[config.mk]
export PLATFORM = sky130hd
export DESIGN_NAME = key_press_classifier_unit
export DESIGN_NICKNAME = d
export VERILOG_FILES = /design/src/sv/kpc_pkg.sv /design/src/sv/kpc_update.sv /design/src/sv/key_press_classifier_unit.sv
export SDC_FILE = /design/constraint.sdc
export NUM_CORES = 1
export LEC_CHECK = 0
export BUFFER_PORTS_ARGS = -buffer_cell sky130_fd_sc_hd__buf_2
export CORE_AREA = 2 2 199 201
export DETAILED_ROUTE_END_ITERATION = 12
export DIE_AREA = 0 0 201 203
export HOLD_SLACK_MARGIN = 0.15
export PLACE_DENSITY = 0.75
export SETUP_SLACK_MARGIN = 0.2
export SYNTH_ARGS = -nofsm -noshare
export SYNTH_HDL_FRONTEND = slang
export SYNTH_SLANG_ARGS = --single-unit
[constraint.sdc]
create_clock -name aclk -period 8.4 [get_ports aclk]
set_input_delay 0 -clock aclk [delete_from_list [all_inputs] [get_ports aclk]]
set_output_delay 0 -clock aclk [all_outputs]
set_load 0.005 [all_outputs]
[src/sv/kpc_pkg.sv]
// Shared types, field layouts and constants for the key press classifier.
// This package has no dependencies. The update logic, the top level and the checker use it.
`default_nettype none

package kpc_pkg;

    localparam int KEY_COUNT_DEF = 2;
    localparam int KEY_COUNT_MAX = 32;

    localparam int TIME_W   = 32;
    localparam int TALLY_W  = 16;
    localparam int CLASS_W  = 3;
    localparam int CFG_W    = 32;
    localparam int CFG_AW   = 2;

    // Input tdata: key_index [0], pin_level [1], now_ms [33:2], zero padding.
    localparam int S_TDATA_W = 40;
    localparam int S_KEY_LSB = 0;
    localparam int S_PIN_LSB = 1;
    localparam int S_NOW_LSB = 2;

    // Output tdata: key_number [0], press_class [3:1], repeat_count [19:4],
    // held [20], zero padding.
    localparam int M_TDATA_W  = 24;
    localparam int M_KEY_LSB  = 0;
    localparam int M_CLS_LSB  = 1;
    localparam int M_CNT_LSB  = 4;
    localparam int M_HELD_LSB = 20;

    typedef enum logic [CLASS_W-1:0] {
        CLS_NONE   = 3'd0,
        CLS_SHORT  = 3'd1,
        CLS_LONG   = 3'd2,
        CLS_KEEP   = 3'd3,
        CLS_REPEAT = 3'd4
    } press_class_t;

    localparam logic [CFG_AW-1:0] REG_LONG_PRESS = 2'd0;
    localparam logic [CFG_AW-1:0] REG_KEEP_LONG  = 2'd1;
    localparam logic [CFG_AW-1:0] REG_REPEAT     = 2'd2;
    localparam logic [CFG_AW-1:0] REG_LOCK_SCANS = 2'd3;

    localparam logic [TIME_W-1:0]  LONG_PRESS_RST = 32'd1000;
    localparam logic [TIME_W-1:0]  KEEP_LONG_RST  = 32'd5000;
    localparam logic [TIME_W-1:0]  REPEAT_RST     = 32'd200;
    localparam logic [TALLY_W-1:0] LOCK_SCANS_RST = 16'd300;

    typedef struct packed {
        logic [TIME_W-1:0]  long_press_ms;
        logic [TIME_W-1:0]  keep_long_ms;
        logic [TIME_W-1:0]  repeat_ms;
        logic [TALLY_W-1:0] lock_scans;
    } kpc_cfg_t;

    typedef struct packed {
        logic               last_pressed;
        logic [TIME_W-1:0]  press_start;
        logic [TIME_W-1:0]  repeat_start;
        logic [TALLY_W-1:0] repeat_tally;
        press_class_t       class_code;
        logic [TALLY_W-1:0] lock_tally;
    } key_state_t;

endpackage

`default_nettype wire

[src/sv/kpc_update.sv]
// Next-state logic of one key for one scan: press edge, repeats, release class and lock count.
// Depends on kpc_pkg for the key state and configuration structs.
`default_nettype none

module kpc_update (
    input  kpc_pkg::kpc_cfg_t       cfg,
    input  kpc_pkg::key_state_t     cur,
    input  logic                    pressed,
    input  logic [kpc_pkg::TIME_W-1:0] now_ms,
    output kpc_pkg::key_state_t     nxt
);
    import kpc_pkg::*;

    logic [TIME_W-1:0]  hold_ms;
    logic [TIME_W-1:0]  since_repeat_ms;
    logic [TALLY_W-1:0] lock_inc;
    key_state_t         mid;

    assign hold_ms         = now_ms - cur.press_start;
    assign since_repeat_ms = now_ms - cur.repeat_start;

    always_comb begin
        mid = cur;
        if (pressed) begin
            if (!cur.last_pressed) begin
                mid.press_start  = now_ms;
                mid.repeat_start = now_ms;
                mid.repeat_tally = '0;
            end else if (hold_ms > cfg.keep_long_ms) begin
                mid = cur;
            end else if (since_repeat_ms > cfg.repeat_ms) begin
                mid.repeat_start = now_ms;
                mid.class_code   = CLS_REPEAT;
                mid.repeat_tally = cur.repeat_tally + TALLY_W'(1);
            end
        end else if (cur.last_pressed) begin
            if (hold_ms > cfg.keep_long_ms) begin
                mid.class_code = CLS_KEEP;
            end else if (hold_ms > cfg.long_press_ms) begin
                mid.class_code = CLS_LONG;
            end else begin
                mid.class_code = CLS_SHORT;
            end
            mid.lock_tally = '0;
        end
        mid.last_pressed = pressed;
    end

    assign lock_inc = mid.lock_tally + TALLY_W'(1);

    always_comb begin
        nxt = mid;
        if (mid.class_code == CLS_SHORT || mid.class_code == CLS_LONG) begin
            if (lock_inc >= cfg.lock_scans) begin
                nxt.class_code = CLS_NONE;
                nxt.lock_tally = '0;
            end else begin
                nxt.lock_tally = lock_inc;
            end
        end
    end

endmodule

`default_nettype wire

[src/sv/key_press_classifier_unit.sv]
// An accepted item is first held in the input register, then its result in the result
// register. The input register and the result register each hold one item, and the
// per-key state is updated in the edge that loads the result, so back-to-back scans of
// one key see each other's effect. One item per cycle while m_tready is high.
// Reset (aresetn low, synchronous) empties both registers, clears all key state and
// loads the configuration defaults.
`default_nettype none

module key_press_classifier_unit #(
    parameter int KEY_COUNT = kpc_pkg::KEY_COUNT_DEF
) (
    input  logic                          aclk,
    input  logic                          aresetn,
    // key_index [0], pin_level [1], now_ms [33:2], zero padding
    input  logic [kpc_pkg::S_TDATA_W-1:0] s_tdata,
    input  logic                          s_tvalid,
    output logic                          s_tready,
    // key_number [0], press_class [3:1], repeat_count [19:4], held [20], zero padding
    output logic [kpc_pkg::M_TDATA_W-1:0] m_tdata,
    output logic                          m_tvalid,
    input  logic                          m_tready,
    input  logic                          cfg_wen,
    input  logic [kpc_pkg::CFG_AW-1:0]    cfg_addr,
    input  logic [kpc_pkg::CFG_W-1:0]     cfg_wdata
);
    import kpc_pkg::*;

    localparam int IDX_W = (KEY_COUNT > 1) ? $clog2(KEY_COUNT) : 1;
    localparam int KW_W  = $clog2(KEY_COUNT_MAX) + 1;

    kpc_cfg_t   cfg_reg;
    key_state_t st_reg [KEY_COUNT];

    logic              in_v_reg;
    logic              in_key_reg;
    logic              in_pin_reg;
    logic [TIME_W-1:0] in_now_reg;

    logic                 out_v_reg;
    logic [M_TDATA_W-1:0] out_data_reg;

    logic             advance;
    logic             pressed;
    logic             in_range;
    logic [IDX_W-1:0] idx;
    key_state_t       cur_st;
    key_state_t       upd_st;
    press_class_t     res_class;
    logic [TALLY_W-1:0] res_count;
    logic [M_TDATA_W-1:0] out_data_next;

    assign advance  = in_v_reg && (!out_v_reg || m_tready);
    assign s_tready = !in_v_reg || advance;

    assign pressed  = !in_pin_reg;
    assign in_range = KW_W'(in_key_reg) < KW_W'(KEY_COUNT);
    assign idx      = IDX_W'(in_key_reg);
    assign cur_st   = st_reg[idx];

    kpc_update u_update (
        .cfg     (cfg_reg),
        .cur     (cur_st),
        .pressed (pressed),
        .now_ms  (in_now_reg),
        .nxt     (upd_st)
    );

    assign res_class = in_range ? upd_st.class_code : CLS_NONE;
    assign res_count = in_range ? upd_st.repeat_tally : '0;

    always_comb begin
        out_data_next                         = '0;
        out_data_next[M_KEY_LSB]              = in_key_reg;
        out_data_next[M_CLS_LSB +: CLASS_W]   = res_class;
        out_data_next[M_CNT_LSB +: TALLY_W]   = res_count;
        out_data_next[M_HELD_LSB]             = pressed;
    end

    always_ff @(posedge aclk) begin
        if (!aresetn) begin
            cfg_reg.long_press_ms <= LONG_PRESS_RST;
            cfg_reg.keep_long_ms  <= KEEP_LONG_RST;
            cfg_reg.repeat_ms     <= REPEAT_RST;
            cfg_reg.lock_scans    <= LOCK_SCANS_RST;
        end else if (cfg_wen) begin
            case (cfg_addr)
                REG_LONG_PRESS: cfg_reg.long_press_ms <= cfg_wdata;
                REG_KEEP_LONG:  cfg_reg.keep_long_ms  <= cfg_wdata;
                REG_REPEAT:     cfg_reg.repeat_ms     <= cfg_wdata;
                REG_LOCK_SCANS: cfg_reg.lock_scans    <= cfg_wdata[TALLY_W-1:0];
                default: begin
                end
            endcase
        end
    end

    always_ff @(posedge aclk) begin
        if (!aresetn) begin
            in_v_reg <= 1'b0;
        end else if (s_tready) begin
            in_v_reg <= s_tvalid;
        end
    end

    always_ff @(posedge aclk) begin
        if (s_tready && s_tvalid) begin
            in_key_reg <= s_tdata[S_KEY_LSB];
            in_pin_reg <= s_tdata[S_PIN_LSB];
            in_now_reg <= s_tdata[S_NOW_LSB +: TIME_W];
        end
    end

    always_ff @(posedge aclk) begin
        if (!aresetn) begin
            out_v_reg <= 1'b0;
        end else if (advance) begin
            out_v_reg <= 1'b1;
        end else if (m_tready) begin
            out_v_reg <= 1'b0;
        end
    end

    always_ff @(posedge aclk) begin
        if (advance) begin
            out_data_reg <= out_data_next;
        end
    end

    always_ff @(posedge aclk) begin
        if (!aresetn) begin
            for (int k = 0; k < KEY_COUNT; k++) begin
                st_reg[k] <= '0;
            end
        end else if (advance && in_range) begin
            for (int k = 0; k < KEY_COUNT; k++) begin
                if (idx == IDX_W'(k)) begin
                    st_reg[k] <= upd_st;
                end
            end
        end
    end

    assign m_tvalid = out_v_reg;
    assign m_tdata  = out_data_reg;

endmodule

`default_nettype wire

Word-level counts from Yosys, hierarchy flattened

Memories as Yosys holds them, arrays and structs flattened. A register that Yosys moved wholly into a read port is not among the register bits.
Cells that the tools add are included.

Input bits: 79
Memory bits (writable): 200
Memories: 1
Output and inout port bits: 26
Register bits after elaboration: 169

Memories:

| name   | words | width | read ports | clocked after Yosys merged registers in | wr ports | RTL line                        | source |
|---|---|---|---|---|---|---|---|
| st_reg | 2     | 100   | 1          | 1                                       | 2        | key_press_classifier_unit.sv:32 | `key_state_t st_reg [KEY_COUNT];` |

Equality and inequality tests: 5
$lt $le $gt $ge: 4
Bitwise gates (word level): 2
$add $sub $neg: 4
Mux-type cells: 26
Reductions and logical operators: 14

Operators by type and width:

| operator              | count |
|---|---|
| $mux 100              | 2 |
| $mux 80               | 2 |
| $mux 51               | 2 |
| $gt 32x32->1          | 3 |
| $mux 19               | 4 |
| $sub 32x32->32        | 2 |
| $add 16x1->16 const B | 2 |
| $ge 16x16->1          | 1 |
| $mux 16               | 1 |
| $mux 1                | 12 |
| $reduce_and 2->1      | 4 |
| $mux 3                | 2 |
| $eq 2x2->1 const B    | 2 |
| $eq 3x1->1 const B    | 1 |
| $eq 3x2->1 const B    | 1 |
| $logic_not 1->1       | 3 |
| $logic_or 1x1->1      | 3 |
| $eq 2x1->1 const B    | 1 |
| $logic_and 1x1->1     | 2 |
| $logic_not 2->1       | 1 |
| $mux 2                | 1 |
| $or 1x1->1            | 2 |
| $reduce_bool 2->1     | 1 |

Logic depth before layout (Yosys ltp)

Gate-level depths: netlist of the first run.

Depth after elaboration: 11
Gate-level depth with buffers: 32

Modules after synthesis

From an unflattened synthesis of the first run, not the netlist that was laid out.

Cell total of the unflattened synthesis: 2,111
Area total of the unflattened synthesis: 22,173.8 µm²

Modules (own cells, without submodules):

| module                    | seq. area each (µm²) | cells an instance | area each (µm²) | times used |
|---|---|---|---|---|
| key_press_classifier_unit | 9,959.6              | 923               | 14,262.4        | 1 |
| kpc_update                | 0.0                  | 1,188             | 7,911.3         | 1 |

Worst setup path before layout of the first run

No wires, ideal clock.

Kind: reg2reg
Start: reg out_v_reg (netlist: m_tvalid)
End: mem st_reg[0][0] (netlist bit), enable pin
Period minus slack after synthesis: 8,157 ps
Path slack: 243 ps
Stages on the path, launching flop included: 4
Library setup time: 697 ps
Arrival: 7,460 ps
Cells stage by stage: dfxtp_1 -> nand2b_1 -> nand2_1 -> o21ai_0

RTL lines:

| element                | RTL line                         | source |
|---|---|---|
| start, declared        | key_press_classifier_unit.sv:39  | `logic out_v_reg;` |
| start signal, assigned | key_press_classifier_unit.sv:115 | `out_v_reg <= 1'b0;` |
| start signal, assigned | key_press_classifier_unit.sv:117 | `out_v_reg <= 1'b1;` |
| start signal, assigned | key_press_classifier_unit.sv:119 | `out_v_reg <= 1'b0;` |
| end, declared          | key_press_classifier_unit.sv:32  |  |

==> out/metrics.csv, run 1 <==
stage;metric;value;unit
critical_path;r2r_setup_slack;780;ps
sta;slew_violations;0;
layout;final_util;63.7;%
sta;min_period_over_period;90.7;%
pwr;pwr-share-comb;25.4;%
sta;setup_viol;0;
clocking;cts_tree;yes;
clocking;cts_buffers;42;
clocking;path_clk_slew;60;ps
grt;antenna_found_initial;1;
route;via_count;16114;
critical_path;critPathMostFrequentCell;o21ai_0;
clocking;ctsResizeCount;0;
floorplan;ios;105;
sta;tightest_slew;1100;ps
layout;drive_gt1_share;9.80;%
critical_path;cp.arrival;7910;ps
pwr;switchingPower;0.00157;W
sta;worst_clock_skew;18.2;ps
logic_synthesis;synth.avg_cell_area;10.2;um^2
logic_synthesis;ys_seq_elements;370;
placement;dpl.hpwl;34600;um
critical_path;critical_path.max_fanout;18;
critical_path;worst-path-buf-inv;0;
route;drt_iter0_markers;1076;
logic_synthesis;synth_cells;2066;
logic_synthesis;synth_area;21100;um^2
floorplan;fp.dieW;201;um
grt;grt_pass1_vias;16248;
clocking;cts.sinks;370;
floorplan;initial_core_util;54.9;%
critical_path;reg2regPathDepth;21;
sta;fin_crit;7620;ps
grt;grt_overflow;0;
clocking;cts_max_level;2;
critical_path;r2r_end;st_reg[1][29]$_DFFE_PP_;
grt;grt_pass1_wl;83100;um
worst_hold_path;worstHoldStart;s_tdata[21];
sta;hold_viol_final;0;
critical_path;cp.required;8690;ps
route;antenna_left;0;
run;maxCapViolCount;0;
pwr;power;0.00527;W
clocking;clk_path_buf_depth;3;
pwr;clockPowerShare;34.5;%
route;wl_per_cell;18.5;um
critical_path;worstSetupStartpointType;flip-flop;
floorplan;dieArea;40800;um^2
worst_hold_path;hold_end;in_now_reg[19]$_DFFE_PP_;
pwr;swShare;29.8;%
worst_hold_path;whs_path_depth;2;
critical_path;critPathCaptureType;flip-flop;
critical_path;cp_cell_sequence;mux2i_1 -> ha_1 -> a2111oi_0 -> a32oi_1 -> a21boi_0 -> o21ai_0 -> o211ai_1 -> o21ai_0 -> a221oi_1 -> o21ai_0 -> xnor2_1 -> ha_1 -> nand4_1 -> or3_1 -> nor2_1 -> nand2_1 -> a21oi_1 -> a21boi_2 -> nand3_1 -> or3_1 -> mux2i_1;
placement;placed_area;22100;um^2
logic_synthesis;synth-edff-count;255;
worst_hold_path;worst_hold_path_type;input pin to flip-flop;
sta;max_freq;131;MHz
status;status;finished clean;
logic_synthesis;yosys_warnings;0;
logic_synthesis;yosys.cell_types.count;82;
grt;grt_usage;25.4;%
pwr;cellLeakagePower;9.80;nW
pwr;p_int;0.00370;W
route;drc;0;
pwr;powerDensity;215;nW/um^2
placement;portBuffers;95;
floorplan;die_h;203;um
grt;grt_max_degree;112;
pwr;seq_power_share;40.1;%
logic_synthesis;synth-main-ff-cell;edfxtp_1;
critical_path;crit_slowest_cell;dfxtp_4;
critical_path;max_stage_delay;550;ps
sta;fin_setup_tns;0;ps
critical_path;crit_family;compound AO/OA/AOI/OAI gates;
clocking;insertion_delay;570;ps
placement;place.gp.congestion;0.933;
sta;whs;191;ps
logic_synthesis;synthArstFlopShare;0;%
route;dr.pass1.iters;8;
floorplan;rows;72;
clocking;root_buffer;clkbuf_16;
sta;relSlewSlack;26.6;%
route;totalWireLength;51600;um
layout;design_area;24500;um^2
pwr;ir_drop;0.207;mV
route;vias_per_cell;5.77;
layout;insertedDiodeCount;0;
critical_path;critPathKind;flip-flop to flip-flop;
logic_synthesis;yosysSeqAreaShare;47.2;%
layout;nets;2502;
floorplan;coreArea;38500;um^2
layout;largest_register_ff_count;200;
layout;area_delta_synth_final;16.0;%
sta;grt_setup_unrepaired;false;
[worst reg2reg max path, stage by stage (launching register included)]
cell,delay [ps]
dfxtp_4,550
mux2i_1,320
ha_1,330
a2111oi_0,550
a32oi_1,290
a21boi_0,380
o21ai_0,300
o211ai_1,460
o21ai_0,230
a221oi_1,490
o21ai_0,240
xnor2_1,230
ha_1,330
nand4_1,110
or3_1,450
nor2_1,130
nand2_1,60
a21oi_1,480
a21boi_2,370
nand3_1,360
or3_1,550
mux2i_1,160
[synth_stat cells (27+ instances only)]
master	number	share of area, %
a211oi_1	72	2.6
a21boi_0	98	3.5
a21o_1	76	2.7
a21oi_1	74	1.8
clkbuf_1	67	1.2
dfxtp_1	115	11
edfxtp_1	255	36
ha_1	177	10
inv_1	128	2.3
mux2i_1	101	4.8
nand2_1	294	5.2
nand3_1	27	0.64
nand4_1	32	0.95
nor2_1	151	2.7
o211ai_1	27	0.96
o21ai_0	48	1.1
xnor2_1	50	2.1
xor2_1	27	1.1
[per-stage QoR]
stage	cells	setup slack, ps
final	2794	784
after global routing	2794	385
after CTS	2794	940
after detailed placement	2610	1040
after global placement	2610	1200
after floorplan	2068	243
[worst max path at each step]
| stage | depth (start not counted) | slack (ps) | endpoint |
|---|---|---|---|
| finish | 21 | 780 | st_reg[1][29]$_DFFE_PP_ |
| global route | 21 | 380 | st_reg[0][33]$_DFFE_PP_ |
| CTS | 21 | 940 | st_reg[1][31]$_DFFE_PP_ |
| detailed placement | 21 | 1040 | st_reg[1][31]$_DFFE_PP_ |
| global placement | 24 | 1200 | st_reg[0][31]$_DFFE_PP_ |
| floorplan | 3 | 240 | st_reg[0][0]$_DFFE_PP_ |
[area by class of cell]
| cell class | count | area (um^2) |
|---|---|---|
| Fill cell | 3011 | 14000 |
| Multi-Input combinational cell | 1480 | 10300 |
| Clock inverter | 18 | 183 |
| Inverter | 129 | 484 |
| Sequential cell | 370 | 9960 |
| Tap cell | 518 | 648 |
| Timing Repair Buffer | 221 | 1700 |
| Clock buffer | 58 | 1170 |
[power by group through the flow]
stage	clock network, W	registers [W]	logic, W
3_5_place_dp	0	0.00215	0.00128
6_report	0.00182	0.00211	0.00134
5_1_grt	0.00193	0.00212	0.00148
2_1_floorplan	0	0.00214	0.000926
3_3_place_gp	0	0.00215	0.00122
4_1_cts	0.00185	0.00211	0.00133
[metal layers]
| layer | vias up | global-route usage (%) | wire length [um] |
|---|---|---|---|
| met5 | - | 0 | 0 |
| met4 | 0 | 10.7 | 1900 |
| met3 | 104 | 3.74 | 2710 |
| met2 | 483 | 45.1 | 25700 |
| met1 | 7720 | 30.8 | 21300 |
| li1 | 7807 | - | - |
[cells in the final DEF (no fill, tap or decap), types with 74 or more instances in the layout]
cell type / synthesis / final
ha_1: 177 / 177
edfxtp_1: 255 / 255
mux2i_1: 101 / 101
inv_1: 128 / 128
nand2_1: 294 / 292
nor2_1: 151 / 150
a21boi_0: 98 / 98
dlygate4sd3_1: 0 / 108
a21o_1: 76 / 76
buf_2: 12 / 95
a21oi_1: 74 / 74
dfxtp_1: 115 / 114
[cells by family after synthesis]
group	synth area share, %
XOR/XNOR	3.19
adder cells (fa/ha/maj)	10.7
AO/OA/AOI/OAI	15.8
flip-flops	47.2
other	0.0178
multiplexers	5.71
buffers and inverters	4.07
AND/OR/NAND/NOR	13.4
[timing repair]
action | in CTS | in global routing
hold buffers | 108 | 0
endpoints found under the hold margin | 149 | 0
setup buffers | 0 | 0
(Power assumes the default switching activity.)
==> run 2, diff against run 1 <==
==> constraint.sdc (replaced) <==
create_clock -name aclk -period 6.5 [get_ports aclk]
set_input_delay 0 -clock aclk [delete_from_list [all_inputs] [get_ports aclk]]
set_output_delay 0 -clock aclk [all_outputs]
set_load 0.005 [all_outputs]
==> run 2 against run 1 <==
Against the previous run:
- combinational power grew 44%
- critical path depth grew 5
- fmax grew 23%
- first-iteration DRC count grew 12%
- power grew 33%
- routed wire length grew 4.7%
- register-to-register slack lost 500 ps
- via count grew 2.4%
- clock-buffer cell count shrank 3
- final area grew 3.1%
- final cell count grew 1.2%
- setup slack lost 500 ps
- critical path type unchanged
==> out/metrics.csv, run 2 (synthesis results as in run 1) <==
stage;metric;value;unit
placement;dp.cells;2617;
clocking;cts_tree;yes;
sta;max_freq;161;MHz
critical_path;reg2regPathDepth;26;
floorplan;initial_core_util;54.9;%
critical_path;r2r_setup_slack;290;ps
clocking;insertion_delay;570;ps
critical_path;critPathMostFrequentCell;a21o_1;
critical_path;cp.required;6820;ps
sta;fin_crit;6210;ps
layout;largest_register_ff_count;200;
placement;portBuffers;95;
layout;final_cells;2827;
pwr;seq_power_share;38.9;%
layout;nets;2535;
layout;area_delta_synth_final;19.6;%
route;antenna_left;0;
status;status;finished clean;
grt;grt_usage;26.1;%
critical_path;worst-path-buf-inv;5;
critical_path;critPathKind;flip-flop to flip-flop;
layout;insertedDiodeCount;0;
placement;dpl.hpwl;35200;um
run;maxCapViolCount;0;
critical_path;critical_path_cell_count;26;
route;vias_per_cell;5.84;
floorplan;rows;72;
grt;grt_pass1_wl;85200;um
route;dr.pass1.iters;5;
grt;grt_max_degree;119;
pwr;powerDensity;278;nW/um^2
sta;worst_clock_skew;20.8;ps
critical_path;critPathCaptureType;flip-flop;
placement;place.gp.congestion;0.928;
clocking;cts.sinks;370;
pwr;switchingPower;0.00213;W
floorplan;dieArea;40800;um^2
sta;hold_viol_final;0;
critical_path;endpoint;st_reg[1][4]$_DFFE_PP_;
route;totalWireLength;54000;um
critical_path;crit_family;compound AO/OA/AOI/OAI gates;
grt;grt_pass1_vias;16438;
sta;tightest_slew;1270;ps
grt;antenna_found_initial;0;
pwr;p_int;0.00489;W
critical_path;cp.arrival;6530;ps
layout;drive_gt1_share;14.5;%
route;via_count;16501;
pwr;cellLeakagePower;10.1;nW
floorplan;coreArea;38500;um^2
route;drc;0;
pwr;power;0.00702;W
floorplan;die_h;203;um
clocking;cts_max_level;2;
critical_path;crit_slowest_cell;fa_1;
clocking;clk_path_buf_depth;3;
sta;grt_setup_unrepaired;true;
grt;grt_overflow;0;
pwr;swShare;30.4;%
sta;setup_viol;0;
route;wl_per_cell;19.1;um
route;drt_iter0_markers;1200;
clocking;cts_buffers;42;
clocking;path_clk_slew;60;ps
worst_hold_path;worst_hold_path_type;input pin to flip-flop;
critical_path;worstSetupStartpointType;flip-flop;
critical_path;max_stage_delay;400;ps
sta;slew_violations;0;
floorplan;fp.dieW;201;um
pwr;pwr-share-comb;27.5;%
layout;layout_common_cells;nand2_1, edfxtp_1, ha_1;
pwr;clockPowerShare;33.6;%
pwr;ir_drop;0.248;mV
floorplan;ios;105;
layout;final_common_cell;nand2_1;
sta;fin_setup_tns;0;ps
sta;min_period_over_period;95.6;%
clocking;root_buffer;clkbuf_16;
critical_path;r2r_end;st_reg[1][4]$_DFFE_PP_;
critical_path;critical_path.max_fanout;8;
sta;relSlewSlack;15.4;%
==> run 2: what timing repair did <==
action | CTS | global route
cloned | 2 | 3
pin swaps | 6 | 23
hold buffers | 104 | 0
setup buffers | 5 | 20
gates resized for setup | 16 | 67
endpoints found under the setup margin | 116 | 148
endpoints found under the hold margin | 149 | 0
==> run 2: metrics by stage <==
stage          instance area [um^2]  util, %  hold WS, ps  setup slack, ps
2_1_floorplan                 21300        -         98.9              164
3_3_place_gp                  22200     57.7          178              219
3_5_place_dp                  22200     57.7          178             63.2
4_1_cts                       24800     64.5          154              183
5_1_grt                       25300     65.7          165             93.2
6_report                      25300     65.7          180              289
==> run 2: worst min path at each step <==
| stage | from | end | slack (ps) | cells past startpoint |
|---|---|---|---|---|
| finish | s_tdata[20] | in_now_reg[18]$_DFFE_PP_ | 180 | 2 |
| global route | s_tdata[20] | in_now_reg[18]$_DFFE_PP_ | 170 | 2 |
| CTS | s_tdata[4] | in_now_reg[2]$_DFFE_PP_ | 150 | 2 |
| detailed placement | s_tdata[15] | in_now_reg[13]$_DFFE_PP_ | 180 | 1 |
| global placement | s_tdata[29] | in_now_reg[27]$_DFFE_PP_ | 180 | 1 |
| floorplan | s_tdata[0] | idx$_DFFE_PP_ | 100 | 0 |
==> run 2: cell type report <==
cell class | count | area, um^2
timing repair buffer | 253 | 2040
tap | 518 | 648
multi-input combinational | 1481 | 10800
sequential | 370 | 9960
clock inverter | 21 | 179
fill | 2926 | 13200
inverter | 129 | 484
clock buffer | 55 | 1180
==> run 2: power groups by stage <==
stage	logic [W]	registers [W]	clock network [W]
final	0.00193	0.00273	0.00236
after global routing	0.00212	0.00274	0.00248
after CTS	0.00179	0.00273	0.00239
after detailed placement	0.00166	0.00278	0
after global placement	0.00160	0.00277	0
after floorplan	0.00122	0.00276	0
==> run 2: metal layers <==
layer	up-vias	global-route usage (%)	wire [um]
met3	141	3.56	2740
li1	7891	-	-
met5	-	0	0
met1	7962	32.1	21900
met2	507	46.7	27400
met4	0	9.76	2020
